[config.mk]
export PLATFORM = sky130hd
export DESIGN_NAME = shuffled_combined_lcg_generator_unit
export DESIGN_NICKNAME = d
export VERILOG_FILES = /design/src/hw/rtl/sclg_pkg.sv /design/src/hw/rtl/sclg_ram.sv /design/src/hw/rtl/sclg_div.sv /design/src/hw/rtl/shuffled_combined_lcg_generator_unit.sv
export SDC_FILE = /design/constraint.sdc
export NUM_CORES = 2
export LEC_CHECK = 0
export BUFFER_PORTS_ARGS = -buffer_cell sky130_fd_sc_hd__buf_2
export CAP_MARGIN = 10
export CORE_UTILIZATION = 43
export DETAILED_ROUTE_END_ITERATION = 6
export GPL_TIMING_DRIVEN = 0
export PLACE_DENSITY = 0.61
export SLEW_MARGIN = 20
export SYNTH_ARGS = -nofsm -noshare
export SYNTH_HDL_FRONTEND = slang
export SYNTH_SLANG_ARGS = --single-unit
[constraint.sdc]
create_clock -name clk -period 11.7 [get_ports clk]
set_clock_uncertainty 0.05 [all_clocks]
set_input_delay 2.925 -clock clk [delete_from_list [all_inputs] [get_ports clk]]
set_output_delay 2.925 -clock clk [all_outputs]
set_load 0.02 [all_outputs]
[src/hw/rtl/sclg_pkg.sv]
`timescale 1ns / 1ps
`default_nettype none

package sclg_pkg;

  // Generator constants: multiplier, offset and modulus of each generator.
  localparam logic [10:0] GA_MUL = 11'd1156;
  localparam logic [20:0] GA_OFF = 21'd312342;
  localparam logic [20:0] GA_MOD = 21'd1334025;
  localparam logic [10:0] GB_MUL = 11'd1366;
  localparam logic [20:0] GB_OFF = 21'd827291;
  localparam logic [20:0] GB_MOD = 21'd1519572;
  localparam logic [10:0] GC_MUL = 11'd1156;
  localparam logic [20:0] GC_OFF = 21'd198273;
  localparam logic [20:0] GC_MOD = 21'd1329657;

  // Generator states after reset.
  localparam logic [20:0] GA_RESET = 21'd872978;
  localparam logic [20:0] GB_RESET = 21'd518652;
  localparam logic [20:0] GC_RESET = 21'd226543;

  // Default depth of the shuffle table.
  localparam int TABLE_DEPTH_DEFAULT = 97;

  // Quotient bits the divider works through for generator and result jobs.
  localparam logic [4:0] STEPS_LCG  = 5'd11;
  localparam logic [4:0] STEPS_FULL = 5'd31;

  // Request kinds carried in tuser.
  localparam logic OP_SEED = 1'b0;
  localparam logic OP_DRAW = 1'b1;

  // Sequencer states.
  typedef enum logic [2:0] {
    ST_IDLE,
    ST_LOAD,
    ST_START,
    ST_WAIT,
    ST_READ,
    ST_CAPT,
    ST_WRITE,
    ST_OUT
  } state_t;

  // Arithmetic jobs handed to the shared divider.
  typedef enum logic [2:0] {
    JOB_SEED_A,
    JOB_SEED_B,
    JOB_SEED_C,
    JOB_STEP_A,
    JOB_SLOT,
    JOB_STEP_B,
    JOB_STEP_C,
    JOB_RESULT
  } job_t;

  // Divider control and status.
  typedef struct packed {
    logic       start;
    logic [4:0] steps;
  } div_ctl_t;

  typedef struct packed {
    logic busy;
    logic done;
  } div_sts_t;

endpackage

`default_nettype wire

[src/hw/rtl/sclg_ram.sv]
`timescale 1ns / 1ps
`default_nettype none

module sclg_ram #(
  parameter int WIDTH = 31,
  parameter int DEPTH = 97
) (
  input  wire logic                     clk,
  input  wire logic                     we,
  input  wire logic [$clog2(DEPTH)-1:0] waddr,
  input  wire logic [WIDTH-1:0]         wdata,
  input  wire logic                     re,
  input  wire logic [$clog2(DEPTH)-1:0] raddr,
  output logic      [WIDTH-1:0]         rdata
);

  logic [WIDTH-1:0] mem [DEPTH];

  // One write port and one registered read port.
  always_ff @(posedge clk) begin
    if (we) begin
      mem[waddr] <= wdata;
    end
    if (re) begin
      rdata <= mem[raddr];
    end
  end

endmodule

`default_nettype wire

[src/hw/rtl/sclg_div.sv]
`timescale 1ns / 1ps
`default_nettype none

module sclg_div (
  input  wire logic              clk,
  input  wire logic              rst,
  input  wire sclg_pkg::div_ctl_t ctl,
  input  wire logic [31:0]       dividend,
  input  wire logic [30:0]       divisor,
  output sclg_pkg::div_sts_t     sts,
  output logic      [30:0]       rem,
  output logic      [30:0]       quot
);

  import sclg_pkg::*;

  logic [30:0] dvs;
  logic [31:0] low;
  logic [4:0]  count;
  logic        busy;
  logic        done;
  logic [31:0] trial;
  logic [31:0] diff;
  logic        fits;

  // One restoring step: bring down the next dividend bit and try a subtract.
  assign trial = {rem, low[31]};
  assign diff  = trial - {1'b0, dvs};
  assign fits  = trial >= {1'b0, dvs};

  assign sts.busy = busy;
  assign sts.done = done;

  // The caller guarantees that the quotient fits in the requested number of
  // bits, so the bits above them already lie below the divisor.
  always_ff @(posedge clk) begin
    if (rst) begin
      busy  <= 1'b0;
      done  <= 1'b0;
      count <= '0;
    end else begin
      done <= 1'b0;
      if (ctl.start) begin
        dvs   <= divisor;
        rem   <= 31'(dividend >> ctl.steps);
        low   <= dividend << (6'd32 - {1'b0, ctl.steps});
        quot  <= '0;
        count <= ctl.steps;
        busy  <= 1'b1;
      end else if (busy) begin
        rem   <= fits ? diff[30:0] : trial[30:0];
        low   <= low << 1;
        quot  <= {quot[29:0], fits};
        count <= count - 5'd1;
        if (count == 5'd1) begin
          busy <= 1'b0;
          done <= 1'b1;
        end
      end
    end
  end

endmodule

`default_nettype wire

[src/hw/rtl/shuffled_combined_lcg_generator_unit.sv]
`timescale 1ns / 1ps
`default_nettype none

// Channel   Direction  Handshake          Contents
// s_*       in         s_tvalid/s_tready  tuser: op; tdata: seed_value, modulus
// m_*       out        m_tvalid/m_tready  tdata: random_value
//
// Every modulo, the slot pick and the result reduction go through one shared
// shift-subtract divider taking one quotient bit a cycle; a generator job works
// through 11 quotient bits. No request is taken while a draw or a reseed is in
// progress.
// Reset is synchronous; the table reads as zero through per-slot valid bits,
// so no clearing pass is needed. A stalled result waits in the output register.

module shuffled_combined_lcg_generator_unit #(
  parameter int TABLE_DEPTH = sclg_pkg::TABLE_DEPTH_DEFAULT
) (
  input  wire logic        clk,
  input  wire logic        rst,
  input  wire logic        s_tvalid,
  output logic             s_tready,
  input  wire logic [63:0] s_tdata,   // seed_value[30:0], modulus[61:31], zero
  input  wire logic        s_tuser,   // op
  output logic             m_tvalid,
  input  wire logic        m_tready,
  output logic      [31:0] m_tdata    // random_value[30:0], zero
);

  import sclg_pkg::*;

  localparam int         IW         = $clog2(TABLE_DEPTH);
  localparam logic [4:0] SLOT_STEPS = 5'($clog2(TABLE_DEPTH));

  state_t           state;
  state_t           state_next;
  job_t             job;
  job_t             job_next;

  logic             op;
  logic [30:0]      seed;
  logic [30:0]      modulus;
  logic [20:0]      gen_a;
  logic [20:0]      gen_b;
  logic [20:0]      gen_c;
  logic [31:0]      operand;
  logic [30:0]      divisor;
  logic [4:0]       steps;
  logic [IW-1:0]    slot;
  logic [IW-1:0]    idx;
  logic [30:0]      entry;
  logic [30:0]      result;
  logic [TABLE_DEPTH-1:0] valid;
  logic             out_valid;
  logic [31:0]      out_data;

  logic             accept;
  logic             out_free;
  logic [20:0]      mul_s;
  logic [10:0]      mul_k;
  logic [31:0]      prod;
  logic [31:0]      load_val;
  logic [30:0]      load_dvs;
  logic [4:0]       load_steps;
  logic [30:0]      fresh_x;

  div_ctl_t         div_ctl;
  div_sts_t         div_sts;
  logic [30:0]      div_rem;
  logic [30:0]      div_quot;

  logic             ram_we;
  logic [IW-1:0]    ram_waddr;
  logic             ram_re;
  logic [30:0]      ram_rdata;

  assign s_tready = (state == ST_IDLE);
  assign accept   = s_tvalid && s_tready;
  assign out_free = !out_valid || m_tready;
  assign m_tvalid = out_valid;
  assign m_tdata  = out_data;

  // Fresh table value: generator B high, generator C low, kept to 31 bits.
  assign fresh_x = {gen_b[17:0], 13'd0} ^ {13'd0, gen_c[20:3]};

  // Shared multiplier and the divider operands for the current job.
  assign prod = 32'(mul_s) * 32'(mul_k);

  always_comb begin
    mul_s      = gen_a;
    mul_k      = GA_MUL;
    load_val   = prod;
    load_dvs   = 31'(GA_MOD);
    load_steps = STEPS_LCG;
    unique case (job)
      JOB_SEED_A: begin
        load_val = 32'(gen_a) + 32'(seed);
      end
      JOB_SEED_B: begin
        load_val = 32'(gen_b) + 32'(seed);
        load_dvs = 31'(GB_MOD);
      end
      JOB_SEED_C: begin
        load_val = 32'(gen_c) + 32'(seed);
        load_dvs = 31'(GC_MOD);
      end
      JOB_STEP_A: begin
        load_val = prod + 32'(GA_OFF);
      end
      JOB_SLOT: begin
        mul_k      = 11'(TABLE_DEPTH);
        load_steps = SLOT_STEPS;
      end
      JOB_STEP_B: begin
        mul_s    = gen_b;
        mul_k    = GB_MUL;
        load_val = prod + 32'(GB_OFF);
        load_dvs = 31'(GB_MOD);
      end
      JOB_STEP_C: begin
        mul_s    = gen_c;
        mul_k    = GC_MUL;
        load_val = prod + 32'(GC_OFF);
        load_dvs = 31'(GC_MOD);
      end
      JOB_RESULT: begin
        load_val   = 32'(entry);
        load_dvs   = modulus;
        load_steps = STEPS_FULL;
      end
    endcase
  end

  // State register.
  always_ff @(posedge clk) begin
    if (rst) begin
      state <= ST_IDLE;
      job   <= JOB_SEED_A;
    end else begin
      state <= state_next;
      job   <= job_next;
    end
  end

  // Next state, next job and strobes.
  always_comb begin
    state_next    = state;
    job_next      = job;
    div_ctl.start = (state == ST_START);
    div_ctl.steps = steps;
    ram_we        = (state == ST_WRITE);
    ram_re        = (state == ST_READ);
    ram_waddr     = (op == OP_DRAW) ? slot : idx;
    unique case (state)
      ST_IDLE: begin
        if (accept) begin
          state_next = ST_LOAD;
          job_next   = (s_tuser == OP_DRAW) ? JOB_STEP_A : JOB_SEED_A;
        end
      end
      ST_LOAD: begin
        state_next = ST_START;
      end
      ST_START: begin
        state_next = ST_WAIT;
      end
      ST_WAIT: begin
        if (div_sts.done) begin
          unique case (job)
            JOB_SEED_A: begin
              job_next   = JOB_SEED_B;
              state_next = ST_LOAD;
            end
            JOB_SEED_B: begin
              job_next   = JOB_SEED_C;
              state_next = ST_LOAD;
            end
            JOB_SEED_C: begin
              job_next   = JOB_STEP_B;
              state_next = ST_LOAD;
            end
            JOB_STEP_A: begin
              job_next   = JOB_SLOT;
              state_next = ST_LOAD;
            end
            JOB_SLOT: begin
              state_next = ST_READ;
            end
            JOB_STEP_B: begin
              job_next   = JOB_STEP_C;
              state_next = ST_LOAD;
            end
            JOB_STEP_C: begin
              state_next = ST_WRITE;
            end
            JOB_RESULT: begin
              state_next = ST_OUT;
            end
          endcase
        end
      end
      ST_READ: begin
        state_next = ST_CAPT;
      end
      ST_CAPT: begin
        job_next   = JOB_STEP_B;
        state_next = ST_LOAD;
      end
      ST_WRITE: begin
        if (op == OP_DRAW) begin
          if (modulus != 31'd0) begin
            job_next   = JOB_RESULT;
            state_next = ST_LOAD;
          end else begin
            state_next = ST_OUT;
          end
        end else if (idx == '0) begin
          state_next = ST_IDLE;
        end else begin
          job_next   = JOB_STEP_B;
          state_next = ST_LOAD;
        end
      end
      ST_OUT: begin
        if (out_free) begin
          state_next = ST_IDLE;
        end
      end
    endcase
  end

  // Request capture and divider operand registers.
  always_ff @(posedge clk) begin
    if (accept) begin
      op      <= s_tuser;
      seed    <= s_tdata[30:0];
      modulus <= s_tdata[61:31];
    end
    if (state == ST_LOAD) begin
      operand <= load_val;
      divisor <= load_dvs;
      steps   <= load_steps;
    end
  end

  // Generator states and the valid bit of each table slot.
  always_ff @(posedge clk) begin
    if (rst) begin
      gen_a <= GA_RESET;
      gen_b <= GB_RESET;
      gen_c <= GC_RESET;
      valid <= '0;
    end else begin
      if (state == ST_WAIT && div_sts.done) begin
        unique case (job)
          JOB_SEED_A, JOB_STEP_A: gen_a <= div_rem[20:0];
          JOB_SEED_B, JOB_STEP_B: gen_b <= div_rem[20:0];
          JOB_SEED_C, JOB_STEP_C: gen_c <= div_rem[20:0];
          JOB_SLOT, JOB_RESULT: begin
          end
        endcase
      end
      if (ram_we) begin
        valid[ram_waddr] <= 1'b1;
      end
    end
  end

  // Slot, fill index, drawn entry and result.
  always_ff @(posedge clk) begin
    if (state == ST_WAIT && div_sts.done) begin
      if (job == JOB_SLOT) begin
        slot <= (div_quot >= 31'(TABLE_DEPTH)) ? '0 : div_quot[IW-1:0];
      end
      if (job == JOB_SEED_C) begin
        idx <= IW'(TABLE_DEPTH - 1);
      end
      if (job == JOB_RESULT) begin
        result <= div_rem;
      end
    end
    if (state == ST_CAPT) begin
      entry <= valid[slot] ? ram_rdata : 31'd0;
    end
    if (state == ST_WRITE) begin
      if (op == OP_DRAW) begin
        result <= entry;
      end else if (idx != '0) begin
        idx <= idx - IW'(1);
      end
    end
  end

  // Output register: holds a result until the sink takes it.
  always_ff @(posedge clk) begin
    if (rst) begin
      out_valid <= 1'b0;
    end else if (state == ST_OUT && out_free) begin
      out_valid <= 1'b1;
    end else if (m_tready) begin
      out_valid <= 1'b0;
    end
    if (state == ST_OUT && out_free) begin
      out_data <= {1'b0, result};
    end
  end

  sclg_div u_div (
    .clk      (clk),
    .rst      (rst),
    .ctl      (div_ctl),
    .dividend (operand),
    .divisor  (divisor),
    .sts      (div_sts),
    .rem      (div_rem),
    .quot     (div_quot)
  );

  sclg_ram #(
    .WIDTH (31),
    .DEPTH (TABLE_DEPTH)
  ) u_table (
    .clk   (clk),
    .we    (ram_we),
    .waddr (ram_waddr),
    .wdata (fresh_x),
    .re    (ram_re),
    .raddr (slot),
    .rdata (ram_rdata)
  );

  // The divider is only started when it has finished the previous job.
  a_div_start_idle : assert property (@(posedge clk) disable iff (rst)
    div_ctl.start |-> !div_sts.busy)
    else $error("divider started while busy");

  // The slot read from the table always lies inside the table.
  a_slot_range : assert property (@(posedge clk) disable iff (rst)
    (state == ST_READ) |-> (32'(slot) < 32'(TABLE_DEPTH)))
    else $error("slot index beyond table depth");

  // Every generator state stays below its modulus.
  a_gen_range : assert property (@(posedge clk) disable iff (rst)
    (gen_a < GA_MOD) && (gen_b < GB_MOD) && (gen_c < GC_MOD))
    else $error("generator state out of range");

endmodule

`default_nettype wire
# After elaboration in Yosys (flattened, before gate mapping)
# Memories as Yosys holds them, arrays and structs flattened. A register that Yosys moved wholly into a read port is not among the register bits.
# Index checks and enable logic that the tools add are counted.
[classes]
n_reduce_logical = 27
bitwise = 4
n_shift = 2
n_mul = 1
n_eq_ne = 21
addsub = 10
muxes = 51
magnitude_cmp = 5
[op_table]
columns = ["op", "n"]
rows = [
  ["two-way mux 31 bit", 8],
  ["one-hot mux 32 bit (7 select lines)", 1],
  ["bitwise OR 97 bit", 1],
  ["adder 21 x 31 -> 32 bit", 3],
  ["one-hot mux 31 bit (3 select lines)", 1],
  ["two-way mux 32 bit", 2],
  ["two-way mux 7 bit", 6],
  ["one-hot mux 21 bit (2 select lines)", 1],
  ["adder 32 x 18 -> 32 bit, second input constant", 1],
  ["adder 32 x 19 -> 32 bit, second input constant", 1],
  ["adder 32 x 20 -> 32 bit, second input constant", 1],
  ["greater-or-equal comparator 32 x 31 -> 1 bit", 1],
  ["multiplier 21 x 11 -> 32 bit", 1],
  ["left shift 32 x 6 -> 32 bit", 1],
  ["right shift 32 x 5 -> 31 bit", 1],
  ["greater-or-equal comparator 31 x 7 -> 1 bit, second input constant", 1],
  ["nonzero test 31 bit", 1],
  ["subtractor 31 bit", 1],
  ["bitwise XOR 31 x 18 -> 31 bit", 1],
  ["two-way mux 3 bit", 10],
  ["== test 3 bit, second input constant", 8],
  ["one-hot mux 3 bit (4 select lines)", 2],
  ["one-hot mux 3 bit (8 select lines)", 1],
  ["one-hot mux 11 bit (2 select lines)", 1],
  ["other kinds (35)", 65],
]
[totals]
ram_bits = 3007
ff_bits = 537
word_cells = 147
input_bits = 69
n_memories = 1
[mem_list]
columns = ["name", "words", "width", "rd", "rd_clocked_by_memory_dff", "write_ports", "line_no", "source"]
rows = [
  ["u_table.mem", 97, 31, 1, 1, 1, "sclg_ram.sv:17", "logic [WIDTH-1:0] mem [DEPTH];"],
]

# Depth between registers and ports, before layout
[depth]
ltp_word = 6
mapped_depth = 38

# Modules after synthesis
# A second synthesis with hierarchy kept.
[unflattened]
cells_unflattened = 8677
hier_area_um2 = 151690.5
[modules_own_cells]
columns = ["module", "seq_area_each_um2", "n_inst", "cells_each", "area_per_inst_um2"]
rows = [
  ["sclg_ram", 91227.5, 1, 4837, 115811.1],
  ["shuffled_combined_lcg_generator_unit", 10049.6, 1, 2769, 25956.1],
  ["sclg_div", 3893.7, 1, 1071, 9923.3],
]

# Worst setup path after synthesis
# No wires, ideal clock.
[synth_timing]
kind = "register to register"
start = "register gen_b[7]"
end = "register operand[21] (data pin)"
slack_ns = 2.993
required_time_ns = 11.396
stages_incl_launch_ff = 30
synth_period_minus_slack_ns = 8.707
setup_ns = 0.254
arrival_time_ns = 8.402
path_cell_list = "dfxtp_1 and3_1 a221oi_1 nor2_1 ha_1 fa_1 inv_1 fa_1 inv_1 fa_1 inv_1 fa_1 inv_1 ha_1 buf_2 a311o_1 a21oi_2 o221ai_2 xnor2_1 inv_1 ha_1 or2_2 or4_1 clkbuf_1 a41oi_1 nor2_1 xnor2_1 a221oi_1 o211ai_1 o21a_1"
[synth_via]
elab_chain_cells = 4
[synth_lines]
columns = ["element", "line_no", "source"]
rows = [
  ["start: declaration", "shuffled_combined_lcg_generator_unit.sv:43", "logic [20:0] gen_b;"],
  ["start signal: assignment", "shuffled_combined_lcg_generator_unit.sv:256", "JOB_SEED_B, JOB_STEP_B: gen_b <= div_rem[20:0];"],
  ["one-hot mux 21 bit (2 select lines)", "shuffled_combined_lcg_generator_unit.sv:94", "unique case (job)"],
  ["multiplier 21 x 11 -> 32 bit", "shuffled_combined_lcg_generator_unit.sv:86", "assign prod = 32'(mul_s) * 32'(mul_k);"],
  ["adder 32 x 18 -> 32 bit, or another cell as far along", "shuffled_combined_lcg_generator_unit.sv:122", "load_val = prod + 32'(GC_OFF);"],
  ["one-hot mux 32 bit (7 select lines) *", "shuffled_combined_lcg_generator_unit.sv:94", ""],
  ["net load_val[21]", "shuffled_combined_lcg_generator_unit.sv:61", "logic [31:0] load_val;"],
  ["end signal: assignment", "shuffled_combined_lcg_generator_unit.sv:239", "operand <= load_val;"],
  ["end: declaration", "shuffled_combined_lcg_generator_unit.sv:45", "logic [31:0] operand;"],
]
# Mark *: on every way through the listed nets, which the timed path passes. The rest lies on a longest branch.
# A chain may end at the register's enable or synchronous reset.

# Worst setup path after layout
[layout_timing]
start = "register job[0]"
end = "register operand[25] (data pin)"
[layout_via]
elab_chain_cells = 5
[layout_lines]
columns = ["element", "line_no", "source"]
rows = [
  ["start: declaration", "shuffled_combined_lcg_generator_unit.sv:36", "job_t job;"],
  ["start signal: assignment", "shuffled_combined_lcg_generator_unit.sv:140", "job <= job_next;"],
  ["== test 3 bit", "shuffled_combined_lcg_generator_unit.sv:94", ""],
  ["one-hot mux 21 bit (2 select lines) / one-hot mux 11 bit (2 select lines) (equally long branches)", "shuffled_combined_lcg_generator_unit.sv:94", ""],
  ["multiplier 21 x 11 -> 32 bit", "shuffled_combined_lcg_generator_unit.sv:86", ""],
  ["adder 32 x 18 -> 32 bit, or another cell as far along", "shuffled_combined_lcg_generator_unit.sv:122", ""],
  ["one-hot mux 32 bit (7 select lines) *", "shuffled_combined_lcg_generator_unit.sv:94", ""],
  ["net load_val[25]", "shuffled_combined_lcg_generator_unit.sv:61", ""],
]
# Marked as above.

==> impl_metrics.yaml <==
logic_synthesis:
  ys_warn_count: 0
  syn_area_per_cell_um2: 17.5
  ys_types: 100
  async_reset_ff_share_pct: 0
  synth_compound_area_share_pct: 5.63
  yosysSeqAreaShare_pct: 70.5
  synth_edf_count: 3360
  ys.flop_type: "edfxtp_1"
  ys_top_cells_by_area: "edfxtp_1 (68%), mux4_2 (11%), dfxtp_1 (2.8%), mux2i_1 (2.4%), ha_1 (1.6%)"
  syn_inst: 8530
  yosysTopAreaCell: "edfxtp_1"
  synthAdderAreaFrac_pct: 3.12
  synth_seq_cells: 3572
  synth-xor-area-share_pct: 0.709
  muxShareOfSynthArea_pct: 13.8
  netlist_area_um2: 149000
  yosysTopAreaCellShare_pct: 67.6
  synth_top_family_by_area: "multiplexers"
  yosys.area_share.simple_pct: 4.18
clock_tree:
  clk_pin_slew_ps: 60
  clk_path_buf_depth: 4
  htree_levels: 5
  ctsHoldBuffers: 0
  cts_tree: "yes"
  root_buffer: "clkbuf_16"
  cts.sinks: 3572
  cts_post_setup_buffers_inserted: 0
  cts_made_buffers: 377
  clk_latency_ps: 1040
layout:
  n_fill_cell: 27583
  layout-drive-gt1-share_pct: 21.9
  utilization_pct: 51.0
  finalNonFillerCells: 14194
  nNetsFinal: 9687
  area_delta_synth_final_pct: 17.6
critical_path:
  cp_max_fo: 10
  cp.required_ps: 12250
  critPathLaunchType: "flip-flop"
  crit_buf_inv: 10
  cp-end-kind: "flip-flop"
  cp_slowest_cell: "fa_1"
  cp_slowest_stage_delay_ps: 570
  path_delay_family: "compound AO/OA/AOI/OAI gates"
  arrival_ps: 11740
  rr_startpoint: "job[0]"
  cpMostUsedCell: "inv_1"
  path_class: "flip-flop to flip-flop"
  startpoint: "job[0]"
status:
  outcome: "finished with violations"
  violations: "DRC"
floorplan:
  start_util_pct: 43.4
  dieArea_um2: 349000
  die_w_um: 591
  core-area_um2: 344000
  pin_count: 103
  dieHeight_um: 591
  num_rows: 215
sta:
  tightest_slew_ps: 1340
  rsz0062_at_grt: "no"
  period_share_pct: 95.6
  relSlewSlack_pct: 10.2
  hold_viol_final: 0
  finalMaxSlewViolations: 0
  setup_viol_count_final: 0
  fmax_mhz: 89.4
  min_period_ps: 11190
routing:
  via_count: 91819
  wl_um: 564000
  ant_nets: 0
  drc: 7
  wl_per_cell_um: 39.7
  dr.first_iter.drc_count: 15369
  via_per_inst: 6.47
  firstDrtPassIters: 7
pwr:
  seq_power_share_pct: 45.6
  p_sw_share_pct: 28.0
  power.internal_mw: 22.5
  power.total_mw: 31.3
  p_comb_share_pct: 16.5
  power.switching_mw: 8.77
  ir_worst_vdd_mv: 0.257
  pwr-share-clk_pct: 37.9
  p_per_area_nw_per_um2: 178
  p_leak_nw: 65.3
grt:
  grt_max_degree: 81
  antenna_found_initial: 33
  grt_use_total_pct: 31.9
  grt.overflow.total: 0
  grt_pass1_wl_um: 754000
  grt_pass1_vias: 88922
placed_design:
  dp_hpwl_um: 405000
  io_buffers: 98
  place_congestion: 0.956
  numPlacedInstances: 13489
hold_path:
  min_from: "divisor[5]"
  hold_class: "flip-flop to flip-flop"
flow_run:
  maxCapViolations: 0
[layout make-up]
type                            count  area, µm²  share of cell area, %
Sequential cell                  3572     105000                   60.0
Multi-Input combinational cell   4196      42000                   23.9
Clock buffer                      473       9970                   5.68
Timing Repair Buffer              404       7230                   4.12
Tap cell                         4557       5700                   3.25
Buffer                            469       2110                   1.21
Clock inverter                    210       2080                   1.18
Inverter                          294       1100                  0.629
Antenna cell                       19       47.5                 0.0271
[cell families after synthesis]
| family | Yosys count |
|---|---|
| compound gates | 1253 |
| xor+xnor | 119 |
| fa+ha+maj | 305 |
| buf+inv | 763 |
| flops | 3572 |
| mux | 1135 |
| other cells | 1 |
| simple gates | 1382 |
[worst paths after layout]
| kind | endpoint | slack [ps] | cells after the start |
|---|---|---|---|
| worst max-delay path | operand[25] | 510 | 36 |
| worst min-delay path | u_div.dvs[5] | 360 | 0 |
| worst max register to register | operand[25] | 510 | 36 |
| worst min register to register | u_div.dvs[5] | 360 | 0 |
[routing by layer]
| metal | wire length [µm] | vias to the layer above | GRT usage [%] |
|---|---|---|---|
| met5 | 115 | - | 0.0676 |
| met4 | 43200 | 12 | 20.0 |
| met3 | 71800 | 1504 | 8.94 |
| met2 | 251000 | 6853 | 48.6 |
| met1 | 198000 | 47742 | 40.6 |
| li1 | - | 35708 | - |
[power by group through the flow]
stage | combinational (mW) | sequential (mW) | clock (mW)
after CTS | 5.12 | 14.3 | 11.9
final | 5.15 | 14.3 | 11.9
after global placement | 4.84 | 14.6 | 0
after detailed placement | 5.08 | 14.5 | 0
after floorplan | 3.07 | 14.4 | 0
after global routing | 5.48 | 14.3 | 12.4
[cells in the mapped netlist, types with 10 or more instances]
library cell	count
nand3_1	95
nor3b_1	13
mux2_2	37
nor2b_1	19
buf_4	45
o21bai_1	10
mux2i_1	365
and3_1	47
a22oi_1	41
or3_1	13
edfxtp_1	3360
o311ai_0	18
a21oi_1	329
buf_1	53
o31ai_1	12
a211oi_1	43
a21o_1	41
or2_2	12
nor3_1	60
and2_1	88
nor4_1	21
o211ai_1	23
dfxtp_1	212
a31oi_1	26
nand2_1	398
inv_1	289
clkbuf_1	293
o22ai_1	138
o21ba_2	16
a22o_1	14
o21a_1	23
nand4_1	22
a211o_1	11
ha_1	192
o221ai_1	91
fa_1	112
mux4_2	733
nor2_1	526
xnor2_1	63
nand2b_1	46
a311oi_1	13
xor2_1	54
o21ai_0	215
buf_2	75
a221oi_1	89
[flip-flops by register name (all words and copies together), names as in the netlist, 21 cells and up]
signal         cells
u_table.mem     3007
valid             97
operand           32
divisor           31
entry             31
m_tdata           31
modulus           31
result            31
seed              31
u_div.dvs         31
u_div.low         31
u_div.quot        31
u_div.rem         31
u_table.rdata     31
gen_a             21
gen_b             21
gen_c             21
[timing repair]
action | 4_1_cts | 5_1_grt
setup endpoints to repair | 13 | 7
hold endpoints to repair | 0 | 0
gates resized for setup | 3 | 12
[metrics by stage]
stage | setup WS [ps] | area (µm²) | setup TNS [ps] | hold slack, ps
2_1_floorplan | 2990 | 149000 | 0 | 350
6_report | 510 | 175000 | 0 | 360
3_5_place_dp | -927 | 163000 | -7210 | 355
3_3_place_gp | -1210 | 155000 | -13250 | 353
4_1_cts | 50.8 | 175000 | 0 | 363
5_1_grt | 53.1 | 175000 | 0 | 364
[placed cells by master (no fill, tap or decap), types with 87 or more instances in the layout]
master | netlist | final
a21oi_1 | 329 | 329
and2_1 | 88 | 87
buf_12 | 0 | 160
buf_16 | 0 | 118
buf_2 | 75 | 191
clkbuf_1 | 293 | 328
clkbuf_16 | 0 | 381
dfxtp_1 | 212 | 186
edfxtp_1 | 3360 | 3360
fa_1 | 112 | 112
ha_1 | 192 | 192
inv_1 | 289 | 289
mux2i_1 | 365 | 364
mux4_2 | 733 | 733
nand2_1 | 398 | 398
nand3_1 | 95 | 95
nor2_1 | 526 | 424
nor2_4 | 0 | 101
o21ai_0 | 215 | 215
o221ai_1 | 91 | 91
o22ai_1 | 138 | 138
Note: power is estimated with default switching activity, not from simulation.
